===== config.mk =====
export PLATFORM = sky130hd
export DESIGN_NAME = flux_write_precompensation_flat
export DESIGN_NICKNAME = d
export VERILOG_FILES = /design/src/sv/fwp_pkg.sv /design/src/sv/fwp_if.sv /design/src/sv/fwp_apb_regs.sv /design/src/sv/fwp_classify.sv /design/src/sv/fwp_precomp.sv /design/src/sv/flux_write_precompensation.sv /design/src/flat_wrapper.sv
export SDC_FILE = /design/constraint.sdc
export NUM_CORES = 1
export LEC_CHECK = 0
export BUFFER_PORTS_ARGS = -buffer_cell sky130_fd_sc_hd__buf_2
export CAP_MARGIN = 10
export CORE_UTILIZATION = 35
export DETAILED_ROUTE_END_ITERATION = 8
export SETUP_SLACK_MARGIN = 0.02
export SYNTH_ARGS = -nofsm -noshare
export SYNTH_HDL_FRONTEND = slang
export SYNTH_SLANG_ARGS = --single-unit

===== constraint.sdc =====
create_clock -name clk_i -period 20.8 [get_ports clk_i]
set_input_delay 2.08 -clock clk_i [delete_from_list [all_inputs] [get_ports clk_i]]
set_output_delay 2.08 -clock clk_i [all_outputs]
set_load 0.1 [all_outputs]

===== src/sv/fwp_pkg.sv =====
// Package for the flux write precompensation block.
// Holds field widths, clamp limits, register indexes and the shared structs.
// No dependencies.
`default_nettype none
package fwp_pkg;

  localparam int unsigned MAX_CLASSES = 4;

  localparam int unsigned RUN_W     = 8;
  localparam int unsigned SAT_W     = 7;
  localparam int unsigned CLASS_W   = 2;
  localparam int unsigned NCLS_W    = 3;
  localparam int unsigned COUNT_W   = 7;
  localparam int unsigned TIME_W    = 15;
  localparam int unsigned SHIFT_W   = 16;
  localparam int unsigned FRAC_W    = 8;
  localparam int unsigned LEN_W     = 18;
  localparam int unsigned ADJ_W     = 19;
  localparam int unsigned CV_W      = 7;
  localparam int unsigned INV_W     = 16;
  localparam int unsigned ROW_W     = 64;
  localparam int unsigned NROWS     = 4;

  localparam int unsigned APB_DATA_W = 64;
  localparam int unsigned APB_ADDR_W = 6;
  localparam int unsigned REG_IDX_W  = 3;

  localparam logic [SAT_W-1:0]        RUN_SAT = 7'd127;
  localparam logic signed [ADJ_W-1:0] LEN_MIN = 19'sd768;
  localparam logic signed [ADJ_W-1:0] LEN_MAX = 19'sd32767;
  localparam logic [INV_W-1:0]        INV_FULL = 16'hffff;
  localparam logic [NCLS_W-1:0]       CLASSES_RESET = 3'd3;

  localparam logic [REG_IDX_W-1:0] REG_CLASSES_IN_USE    = 3'd0;
  localparam logic [REG_IDX_W-1:0] REG_CLASS_COUNTS      = 3'd1;
  localparam logic [REG_IDX_W-1:0] REG_CLASS_WRITE_TIMES = 3'd2;
  localparam logic [REG_IDX_W-1:0] REG_PRECOMP_ROW0      = 3'd3;
  localparam logic [REG_IDX_W-1:0] REG_PRECOMP_ROW1      = 3'd4;
  localparam logic [REG_IDX_W-1:0] REG_PRECOMP_ROW2      = 3'd5;
  localparam logic [REG_IDX_W-1:0] REG_PRECOMP_ROW3      = 3'd6;

  typedef struct packed {
    logic [NCLS_W-1:0]                classes_in_use;
    logic [MAX_CLASSES*COUNT_W-1:0]   class_counts;
    logic [MAX_CLASSES*TIME_W-1:0]    class_write_times;
    logic [NROWS-1:0][ROW_W-1:0]      precomp_rows;
  } fwp_cfg_t;

  // Classifier result for one pulse.
  typedef struct packed {
    logic [CLASS_W-1:0] cls;
    logic               found;
    logic [TIME_W-1:0]  write_time;
  } fwp_class_t;

  // Precompensation result for the pending pulse.
  typedef struct packed {
    logic                    valid;
    logic [CV_W-1:0]         counter_value;
    logic                    clipped;
    logic signed [LEN_W-1:0] next_length;
  } fwp_pulse_t;

endpackage
`default_nettype wire


===== src/sv/fwp_if.sv =====
// Valid/ready stream interfaces for run counts in and pulse results out.
// Depends on fwp_pkg for the field widths.
`default_nettype none
interface fwp_in_if;
  logic                        valid;
  logic                        ready;
  logic [fwp_pkg::RUN_W-1:0]   run_count;

  modport source (output valid, output run_count, input ready);
  modport sink   (input valid, input run_count, output ready);
endinterface

interface fwp_out_if;
  logic                        valid;
  logic                        ready;
  logic [fwp_pkg::CV_W-1:0]    counter_value;
  logic                        clipped;
  logic                        pattern_invalid;
  logic [fwp_pkg::INV_W-1:0]   invalid_total;

  modport source (output valid, output counter_value, output clipped,
                  output pattern_invalid, output invalid_total, input ready);
  modport sink   (input valid, input counter_value, input clipped,
                  input pattern_invalid, input invalid_total, output ready);
endinterface
`default_nettype wire


===== src/sv/fwp_apb_regs.sv =====
// APB register file for the flux write precompensation block.
// Depends on fwp_pkg for register indexes and the configuration struct.
`default_nettype none
module fwp_apb_regs (
  input  wire logic                             clk_i,
  input  wire logic                             rst_ni,
  input  wire logic                             psel,
  input  wire logic                             penable,
  input  wire logic                             pwrite,
  input  wire logic [fwp_pkg::APB_ADDR_W-1:0]   paddr,
  input  wire logic [fwp_pkg::APB_DATA_W-1:0]   pwdata,
  output logic      [fwp_pkg::APB_DATA_W-1:0]   prdata,
  output logic                                  pready,
  output fwp_pkg::fwp_cfg_t                     cfg_o
);

  fwp_pkg::fwp_cfg_t                 cfg_q;
  logic [fwp_pkg::REG_IDX_W-1:0]     idx;
  logic                              wr_en;

  assign idx   = paddr[fwp_pkg::APB_ADDR_W-1:fwp_pkg::APB_ADDR_W-fwp_pkg::REG_IDX_W];
  assign wr_en = psel && penable && pwrite;
  assign pready = 1'b1;
  assign cfg_o  = cfg_q;

  always_ff @(posedge clk_i or negedge rst_ni) begin
    if (!rst_ni) begin
      cfg_q.classes_in_use    <= fwp_pkg::CLASSES_RESET;
      cfg_q.class_counts      <= '0;
      cfg_q.class_write_times <= '0;
      cfg_q.precomp_rows      <= '0;
    end else if (wr_en) begin
      unique case (idx)
        fwp_pkg::REG_CLASSES_IN_USE:
          cfg_q.classes_in_use <= pwdata[fwp_pkg::NCLS_W-1:0];
        fwp_pkg::REG_CLASS_COUNTS:
          cfg_q.class_counts <= pwdata[fwp_pkg::MAX_CLASSES*fwp_pkg::COUNT_W-1:0];
        fwp_pkg::REG_CLASS_WRITE_TIMES:
          cfg_q.class_write_times <= pwdata[fwp_pkg::MAX_CLASSES*fwp_pkg::TIME_W-1:0];
        fwp_pkg::REG_PRECOMP_ROW0: cfg_q.precomp_rows[0] <= pwdata;
        fwp_pkg::REG_PRECOMP_ROW1: cfg_q.precomp_rows[1] <= pwdata;
        fwp_pkg::REG_PRECOMP_ROW2: cfg_q.precomp_rows[2] <= pwdata;
        fwp_pkg::REG_PRECOMP_ROW3: cfg_q.precomp_rows[3] <= pwdata;
        default: ;
      endcase
    end
  end

  always_comb begin
    unique case (idx)
      fwp_pkg::REG_CLASSES_IN_USE:
        prdata = fwp_pkg::APB_DATA_W'(cfg_q.classes_in_use);
      fwp_pkg::REG_CLASS_COUNTS:
        prdata = fwp_pkg::APB_DATA_W'(cfg_q.class_counts);
      fwp_pkg::REG_CLASS_WRITE_TIMES:
        prdata = fwp_pkg::APB_DATA_W'(cfg_q.class_write_times);
      fwp_pkg::REG_PRECOMP_ROW0: prdata = cfg_q.precomp_rows[0];
      fwp_pkg::REG_PRECOMP_ROW1: prdata = cfg_q.precomp_rows[1];
      fwp_pkg::REG_PRECOMP_ROW2: prdata = cfg_q.precomp_rows[2];
      fwp_pkg::REG_PRECOMP_ROW3: prdata = cfg_q.precomp_rows[3];
      default:                   prdata = '0;
    endcase
  end

endmodule
`default_nettype wire


===== src/sv/fwp_classify.sv =====
// Pulse classifier: matches a saturated run count against the class counts.
// Depends on fwp_pkg for widths, the configuration struct and the result struct.
`default_nettype none
module fwp_classify (
  input  fwp_pkg::fwp_cfg_t              cfg_i,
  input  wire logic [fwp_pkg::SAT_W-1:0] run_i,
  output fwp_pkg::fwp_class_t            class_o
);

  logic [fwp_pkg::NCLS_W-1:0]  n_eff;
  logic [fwp_pkg::CLASS_W-1:0] cls;
  logic                        found;

  always_comb begin
    if (cfg_i.classes_in_use == '0) begin
      n_eff = fwp_pkg::NCLS_W'(1);
    end else if (cfg_i.classes_in_use > fwp_pkg::NCLS_W'(fwp_pkg::MAX_CLASSES)) begin
      n_eff = fwp_pkg::NCLS_W'(fwp_pkg::MAX_CLASSES);
    end else begin
      n_eff = cfg_i.classes_in_use;
    end

    // Highest matching class wins; no match falls back to the last class.
    cls   = fwp_pkg::CLASS_W'(n_eff - fwp_pkg::NCLS_W'(1));
    found = 1'b0;
    for (int c = 0; c < fwp_pkg::MAX_CLASSES; c++) begin
      if (fwp_pkg::NCLS_W'(c) < n_eff &&
          cfg_i.class_counts[fwp_pkg::COUNT_W*c +: fwp_pkg::COUNT_W] == run_i) begin
        cls   = fwp_pkg::CLASS_W'(c);
        found = 1'b1;
      end
    end
  end

  assign class_o.cls        = cls;
  assign class_o.found      = found;
  assign class_o.write_time = cfg_i.class_write_times[fwp_pkg::TIME_W*cls +: fwp_pkg::TIME_W];

endmodule
`default_nettype wire


===== src/sv/fwp_precomp.sv =====
// Precompensation shift, pulse update and clamp of the pending pulse.
// Depends on fwp_pkg for widths, clamp limits and the shared structs.
`default_nettype none
module fwp_precomp (
  input  fwp_pkg::fwp_cfg_t                       cfg_i,
  input  fwp_pkg::fwp_class_t                     class_i,
  input  wire logic [fwp_pkg::FRAC_W-1:0]         frac_i,
  input  wire logic signed [fwp_pkg::LEN_W-1:0]   pend_len_i,
  input  wire logic [fwp_pkg::CLASS_W-1:0]        pend_cls_i,
  output fwp_pkg::fwp_pulse_t                     pulse_o
);

  logic                              pend_pos;
  logic signed [fwp_pkg::SHIFT_W-1:0] sh;
  logic signed [fwp_pkg::ADJ_W-1:0]   sh_ext;
  logic signed [fwp_pkg::ADJ_W-1:0]   cur_base;
  logic signed [fwp_pkg::ADJ_W-1:0]   cur_adj;
  logic signed [fwp_pkg::ADJ_W-1:0]   pend_adj;
  logic signed [fwp_pkg::ADJ_W-1:0]   val;
  logic                              clip;

  assign pend_pos = !pend_len_i[fwp_pkg::LEN_W-1] && (|pend_len_i);
  assign sh = cfg_i.precomp_rows[pend_cls_i][fwp_pkg::SHIFT_W*class_i.cls +: fwp_pkg::SHIFT_W];
  assign sh_ext = {{(fwp_pkg::ADJ_W-fwp_pkg::SHIFT_W){sh[fwp_pkg::SHIFT_W-1]}}, sh};

  assign cur_base = $signed(fwp_pkg::ADJ_W'(frac_i) + fwp_pkg::ADJ_W'(class_i.write_time));
  assign cur_adj  = pend_pos ? cur_base + sh_ext : cur_base;
  assign pend_adj = {pend_len_i[fwp_pkg::LEN_W-1], pend_len_i} - sh_ext;

  always_comb begin
    clip = 1'b0;
    val  = pend_adj;
    if (pend_adj < fwp_pkg::LEN_MIN) begin
      val  = fwp_pkg::LEN_MIN;
      clip = 1'b1;
    end else if (pend_adj > fwp_pkg::LEN_MAX) begin
      val  = fwp_pkg::LEN_MAX;
      clip = 1'b1;
    end
  end

  assign pulse_o.valid         = pend_pos;
  assign pulse_o.counter_value = val[14:8];
  assign pulse_o.clipped       = clip;
  assign pulse_o.next_length   = cur_adj[fwp_pkg::LEN_W-1:0];

endmodule
`default_nettype wire


===== src/sv/flux_write_precompensation.sv =====
// Flux write precompensation. Each request on in_ch carries the bit-cell run
// count of one flux pulse; it is saturated to 127, classified against the
// configured class counts, and the class write time is added to a fractional
// accumulator. The previous pulse gets the signed shift from the class-pair
// table (previous class, current class), the same shift moves onto the current
// pulse, and the previous pulse is clamped to 0x300..0x7fff and sent on out_ch
// as its upper byte together with the clip flag, the invalid-pattern flag of
// the current pulse and the saturating invalid count. The first pulse after
// reset, or one whose pending length was driven to zero or below, yields no
// result. Rate: one request per cycle unless out_ch stalls; a result passes
// the input register, then the result register. The state loop (fraction
// accumulator, pending pulse, pending class, invalid count) closes through
// adds. Configuration is written through the APB port at byte address
// 8*index with 64-bit data; the user must write it only while the block is
// idle (not enforced by the block); no clearing pass is needed after reset.
// Depends on fwp_pkg, fwp_if, fwp_apb_regs, fwp_classify and fwp_precomp.
`default_nettype none
module flux_write_precompensation (
  input  wire logic                             clk_i,
  input  wire logic                             rst_ni,
  fwp_in_if.sink                                in_ch,
  fwp_out_if.source                             out_ch,
  input  wire logic                             psel,
  input  wire logic                             penable,
  input  wire logic                             pwrite,
  input  wire logic [fwp_pkg::APB_ADDR_W-1:0]   paddr,
  input  wire logic [fwp_pkg::APB_DATA_W-1:0]   pwdata,
  output logic      [fwp_pkg::APB_DATA_W-1:0]   prdata,
  output logic                                  pready
);

  fwp_pkg::fwp_cfg_t   cfg;
  fwp_pkg::fwp_class_t class_info;
  fwp_pkg::fwp_pulse_t pulse;

  // Input register: saturated run count.
  logic                       s1_valid_q;
  logic [fwp_pkg::SAT_W-1:0]  run_q;
  logic                       s1_fire;

  // Pulse state carried from item to item.
  logic [fwp_pkg::FRAC_W-1:0]         frac_q;
  logic signed [fwp_pkg::LEN_W-1:0]   pend_len_q;
  logic [fwp_pkg::CLASS_W-1:0]        pend_cls_q;
  logic [fwp_pkg::INV_W-1:0]          inv_cnt_q;
  logic [fwp_pkg::INV_W-1:0]          inv_cnt_d;

  // Result register.
  logic                       out_valid_q;
  logic [fwp_pkg::CV_W-1:0]   cv_q;
  logic                       clip_q;
  logic                       pinv_q;
  logic [fwp_pkg::INV_W-1:0]  inv_total_q;

  fwp_apb_regs u_regs (
    .clk_i   (clk_i),
    .rst_ni  (rst_ni),
    .psel    (psel),
    .penable (penable),
    .pwrite  (pwrite),
    .paddr   (paddr),
    .pwdata  (pwdata),
    .prdata  (prdata),
    .pready  (pready),
    .cfg_o   (cfg)
  );

  fwp_classify u_classify (
    .cfg_i   (cfg),
    .run_i   (run_q),
    .class_o (class_info)
  );

  fwp_precomp u_precomp (
    .cfg_i      (cfg),
    .class_i    (class_info),
    .frac_i     (frac_q),
    .pend_len_i (pend_len_q),
    .pend_cls_i (pend_cls_q),
    .pulse_o    (pulse)
  );

  // Advance the input register whenever the result register can take a value;
  // a request that yields no result also needs a free slot, which keeps it simple.
  assign s1_fire     = s1_valid_q && (!out_valid_q || out_ch.ready);
  assign in_ch.ready = !s1_valid_q || s1_fire;

  // Saturate the invalid count at all ones.
  always_comb begin
    inv_cnt_d = inv_cnt_q;
    if (!class_info.found && inv_cnt_q != fwp_pkg::INV_FULL) begin
      inv_cnt_d = inv_cnt_q + fwp_pkg::INV_W'(1);
    end
  end

  always_ff @(posedge clk_i or negedge rst_ni) begin
    if (!rst_ni) begin
      s1_valid_q <= 1'b0;
    end else if (in_ch.ready) begin
      s1_valid_q <= in_ch.valid;
    end
  end

  always_ff @(posedge clk_i) begin
    if (in_ch.ready && in_ch.valid) begin
      run_q <= in_ch.run_count[fwp_pkg::RUN_W-1] ? fwp_pkg::RUN_SAT
                                                 : in_ch.run_count[fwp_pkg::SAT_W-1:0];
    end
  end

  // Pulse state: update once per processed request.
  always_ff @(posedge clk_i or negedge rst_ni) begin
    if (!rst_ni) begin
      frac_q     <= '0;
      pend_len_q <= '0;
      pend_cls_q <= '0;
      inv_cnt_q  <= '0;
    end else if (s1_fire) begin
      frac_q     <= pulse.next_length[fwp_pkg::FRAC_W-1:0];
      pend_len_q <= pulse.next_length;
      pend_cls_q <= class_info.cls;
      inv_cnt_q  <= inv_cnt_d;
    end
  end

  // Result register: load on a result, drop once taken.
  always_ff @(posedge clk_i or negedge rst_ni) begin
    if (!rst_ni) begin
      out_valid_q <= 1'b0;
    end else if (s1_fire && pulse.valid) begin
      out_valid_q <= 1'b1;
    end else if (out_ch.ready) begin
      out_valid_q <= 1'b0;
    end
  end

  always_ff @(posedge clk_i) begin
    if (s1_fire && pulse.valid) begin
      cv_q        <= pulse.counter_value;
      clip_q      <= pulse.clipped;
      pinv_q      <= !class_info.found;
      inv_total_q <= inv_cnt_d;
    end
  end

  assign out_ch.valid           = out_valid_q;
  assign out_ch.counter_value   = cv_q;
  assign out_ch.clipped         = clip_q;
  assign out_ch.pattern_invalid = pinv_q;
  assign out_ch.invalid_total   = inv_total_q;

endmodule
`default_nettype wire


===== src/flat_wrapper.sv =====
// flat-port wrapper written by rule: the top's interface ports become plain ports
module flux_write_precompensation_flat 
  (clk_i, rst_ni, psel, penable, pwrite, paddr, pwdata, prdata, pready, in_ch_valid, in_ch_run_count, in_ch_ready, out_ch_valid, out_ch_counter_value, out_ch_clipped, out_ch_pattern_invalid, out_ch_invalid_total, out_ch_ready);
  fwp_in_if in_ch_i ();
  fwp_out_if out_ch_i ();
  input  wire logic clk_i;
  input  wire logic rst_ni;
  input  wire logic psel;
  input  wire logic penable;
  input  wire logic pwrite;
  input  wire logic [fwp_pkg::APB_ADDR_W-1:0] paddr;
  input  wire logic [fwp_pkg::APB_DATA_W-1:0] pwdata;
  output logic      [fwp_pkg::APB_DATA_W-1:0] prdata;
  output logic pready;
  input wire logic [$bits(in_ch_i.valid)-1:0] in_ch_valid;
  input wire logic [$bits(in_ch_i.run_count)-1:0] in_ch_run_count;
  output wire logic [$bits(in_ch_i.ready)-1:0] in_ch_ready;
  output wire logic [$bits(out_ch_i.valid)-1:0] out_ch_valid;
  output wire logic [$bits(out_ch_i.counter_value)-1:0] out_ch_counter_value;
  output wire logic [$bits(out_ch_i.clipped)-1:0] out_ch_clipped;
  output wire logic [$bits(out_ch_i.pattern_invalid)-1:0] out_ch_pattern_invalid;
  output wire logic [$bits(out_ch_i.invalid_total)-1:0] out_ch_invalid_total;
  input wire logic [$bits(out_ch_i.ready)-1:0] out_ch_ready;
  assign in_ch_i.valid = in_ch_valid;
  assign in_ch_i.run_count = in_ch_run_count;
  assign in_ch_ready = in_ch_i.ready;
  assign out_ch_valid = out_ch_i.valid;
  assign out_ch_counter_value = out_ch_i.counter_value;
  assign out_ch_clipped = out_ch_i.clipped;
  assign out_ch_pattern_invalid = out_ch_i.pattern_invalid;
  assign out_ch_invalid_total = out_ch_i.invalid_total;
  assign out_ch_i.ready = out_ch_ready;
  flux_write_precompensation u_core (.clk_i(clk_i), .rst_ni(rst_ni), .in_ch(in_ch_i), .out_ch(out_ch_i), .psel(psel), .penable(penable), .pwrite(pwrite), .paddr(paddr), .pwdata(pwdata), .prdata(prdata), .pready(pready));
endmodule

==> impl_metrics.env <==
export IMPL_status="completed"
export IMPL_vias=16800
export IMPL_slew_headroom=0.183
export IMPL_internal_power_w=0.00232
export IMPL_ys_types=69
export IMPL_wl_um=72400
export IMPL_clk_latency_ps=630
export IMPL_tightest_slew_ps=1220
export IMPL_slew_viol_final=0
export IMPL_synth_edf_count=32
export IMPL_worst_ir_drop_vdd_v=0.0000765
export IMPL_grt_start_max_net_pins=111
export IMPL_drcViolationCount=0
export IMPL_synth_common_cells="dfrtp_1, mux2_2, nand2_1"
export IMPL_tns_ps=0
export IMPL_slowest_stage="nor2_4"
export IMPL_cp_arrival_ps=8620
export IMPL_synthCells=1893
export IMPL_first_iter_violations=1243
export IMPL_whs_ps=523
export IMPL_async_flop_share=0.923
export IMPL_maxCapViolations=0
export IMPL_synth_top_area_cell="dfrtp_1"
export IMPL_endpoint_kind="flop"
export IMPL_path_clk_slew_ps=60
export IMPL_pwr_density_cell_nw_per_um2=154
export IMPL_drive_gt1_frac=0.365
export IMPL_setup_violations=0
export IMPL_numCtsBuffers=47
export IMPL_fin_crit_ps=8170
export IMPL_gr_usage_all_layers=0.216
export IMPL_ant_nets=0
export IMPL_pwr_share_seq=0.288
export IMPL_syn_area_per_cell_um2=12.2
export IMPL_cts_resized_gates=0
export IMPL_cp_start_kind="flop"
export IMPL_grt_pass1_vias=17100
export IMPL_cts_root_buf="clkbuf_16"
export IMPL_fmax_ghz=0.122
export IMPL_leakagePower_nw=11.7
export IMPL_dieArea_um2=66900
export IMPL_grt_overflow=0
export IMPL_ys_ff_latch=417
export IMPL_syn2layout_area_growth_pct=15.0
export IMPL_grt_pass1_wl_um=109000
export IMPL_sw_frac_of_total=0.434
export IMPL_initial_core_util=0.356
export IMPL_p_sw_w=0.00178
export IMPL_dp_hpwl_um=49800
export IMPL_place_congestion=0.900
export IMPL_wl_per_cell_um=24.8
export IMPL_io_buffers=172
export IMPL_combPwrFrac=0.497
export IMPL_clockBufferDepth=3
export IMPL_ioPinCount=177
export IMPL_syn_nets=2026
export IMPL_cts_sinks=417
export IMPL_critPathMaxFanout=33
export IMPL_row_count=93
export IMPL_synthFlopType="dfrtp_1"
export IMPL_cts_hold_buf=0
export IMPL_ys_seq_area_frac=0.460
export IMPL_cp_required_ps=21250
export IMPL_yosysMostFrequentCell="dfrtp_1"
export IMPL_synth_area_um2=23000
export IMPL_yosysTopAreaCellShare=0.416
export IMPL_htreeDepth=2
export IMPL_cts_tree="done"
export IMPL_synth_area_leaders="dfrtp_1, mux2_2, mux4_2"
export IMPL_pwr_share_clk=0.215
export IMPL_die_h_um=259
export IMPL_final_hold_violation_count=0
export IMPL_fin_skew_ps=54.2
export IMPL_worstSetupPathType="flop to flop"
export IMPL_via_per_inst=5.76
export IMPL_ys_warn_count=0
export IMPL_antenna_found_initial=17
export IMPL_regToRegSetupSlack_ps=12630
export IMPL_rsz0062_at_grt="no"
export IMPL_crit_top_cell="a21oi_1"
export IMPL_first_pass_iters=5
export IMPL_core_um2=64700
export IMPL_finish_net_count=2157
export IMPL_slowest_delay_ps=730
export IMPL_dieWidth_um=259
export IMPL_hp_class="flop to flop"
export IMPL_cts_setup_buffers=0
export IMPL_fin_crit_sh=0.393
-- stage by stage --
| stage | setup WS (ps) | power [W] | instances | area, um2 | util |
|---|---|---|---|---|---|
| after CTS | 12580 | 0.00410 | 2914 | 26500 | 0.409 |
| after floorplan | 13340 | 0.00269 | 1893 | 23000 | - |
| after global placement | 12780 | 0.00316 | 2830 | 24800 | 0.384 |
| final | 12630 | 0.00410 | 2922 | 26500 | 0.410 |
| after global routing | 12000 | 0.00435 | 2919 | 26500 | 0.410 |
| after detailed placement | 12640 | 0.00321 | 2830 | 24800 | 0.384 |
-- cell families (layout without fill, tap and decap cells) --
logic type               after synthesis  after routing  share of synthesized area
multiplexers                         482            482                      0.272
AO/OA/AOI/OAI                        336            336                      0.108
other                                  1              9                   0.000163
XOR/XNOR                              85             85                     0.0323
flip-flops                           417            417                      0.460
adder cells (fa/ha/maj)               49             49                     0.0275
buffers and inverters                159            325                     0.0261
AND/OR/NAND/NOR                      364            364                     0.0746
-- routing by layer --
layer  GRT usage  share of wire  up-vias
met5           0         0.0012        -
met3      0.0436          0.065      142
met2       0.356           0.48      600
li1            -              -     7362
met1       0.279           0.42     8723
met4      0.0856          0.040       14
-- sequential cells by signal, summed over array words and instances (netlist names), 2 cells and up --
signal                       cells
u_core.pend_cls_q                2
u_core.inv_cnt_q                16
u_core.u_regs.cfg_o            347
u_core.run_q                     7
u_core.out_ch.invalid_total     16
u_core.pend_len_q               11
u_core.frac_q                    7
u_core.out_ch.counter_value      7
-- cells in the final DEF, fill, tap and decap left out, types with 8 or more instances in the layout --
cell type / count
mux4_2: 79
mux2_2: 355
ha_1: 45
mux2i_1: 47
buf_2: 171
nor3_1: 16
a22oi_1: 87
inv_1: 39
a22o_1: 38
and3_1: 9
nand2b_1: 10
buf_4: 30
nand3_1: 39
a21o_1: 20
or2_2: 9
nand4_1: 8
a21oi_1: 46
a221o_1: 33
nand2_1: 119
a31oi_1: 17
edfxtp_1: 32
xor2_1: 46
diode_2: 8
clkbuf_16: 48
clkbuf_8: 14
nor2b_1: 15
o21ai_0: 39
a211oi_1: 10
dfrtp_1: 382
nor2_1: 89
xnor2_1: 39
and2_1: 10
-- critical path: cells and delay by family (launching register included) --
family          cells  cell delay, ps
fa+ha+maj           2             640
xor+xnor            3             540
flops               1             520
buf+inv             1             720
simple gates        8            2540
compound gates     14            2580
mux                 2             450
-- layout make-up --
cell class / count / area, um2
fill: 6089 / 38200
multi-input combinational: 1317 / 11900
sequential: 417 / 10600
clock buffer: 69 / 1420
timing repair buffer: 202 / 1100
tap: 855 / 1070
clock inverter: 15 / 229
inverter: 39 / 146
antenna: 8 / 20.0
-- power groups by stage --
stage | clock (W) | combinational (W) | sequential [W]
2_1_floorplan | 0 | 0.00146 | 0.00123
3_3_place_gp | 0 | 0.00198 | 0.00118
3_5_place_dp | 0 | 0.00202 | 0.00119
4_1_cts | 0.000897 | 0.00203 | 0.00118
5_1_grt | 0.000928 | 0.00222 | 0.00120
6_report | 0.000879 | 0.00204 | 0.00118
-- final timing paths --
path,endpoint,cells after the start,start
max,u_core.pend_len_q[17],30,u_core.run_q[5]
min,u_core.inv_cnt_q[9],1,u_core.inv_cnt_q[9]
max reg2reg,u_core.pend_len_q[17],30,u_core.run_q[5]
min reg2reg,u_core.inv_cnt_q[9],1,u_core.inv_cnt_q[9]
max in group asynchronous,u_core.u_regs.cfg_o[132],3,rst_ni
min in group asynchronous,u_core.u_regs.cfg_o[119],1,rst_ni
(Power assumes the default switching activity.)
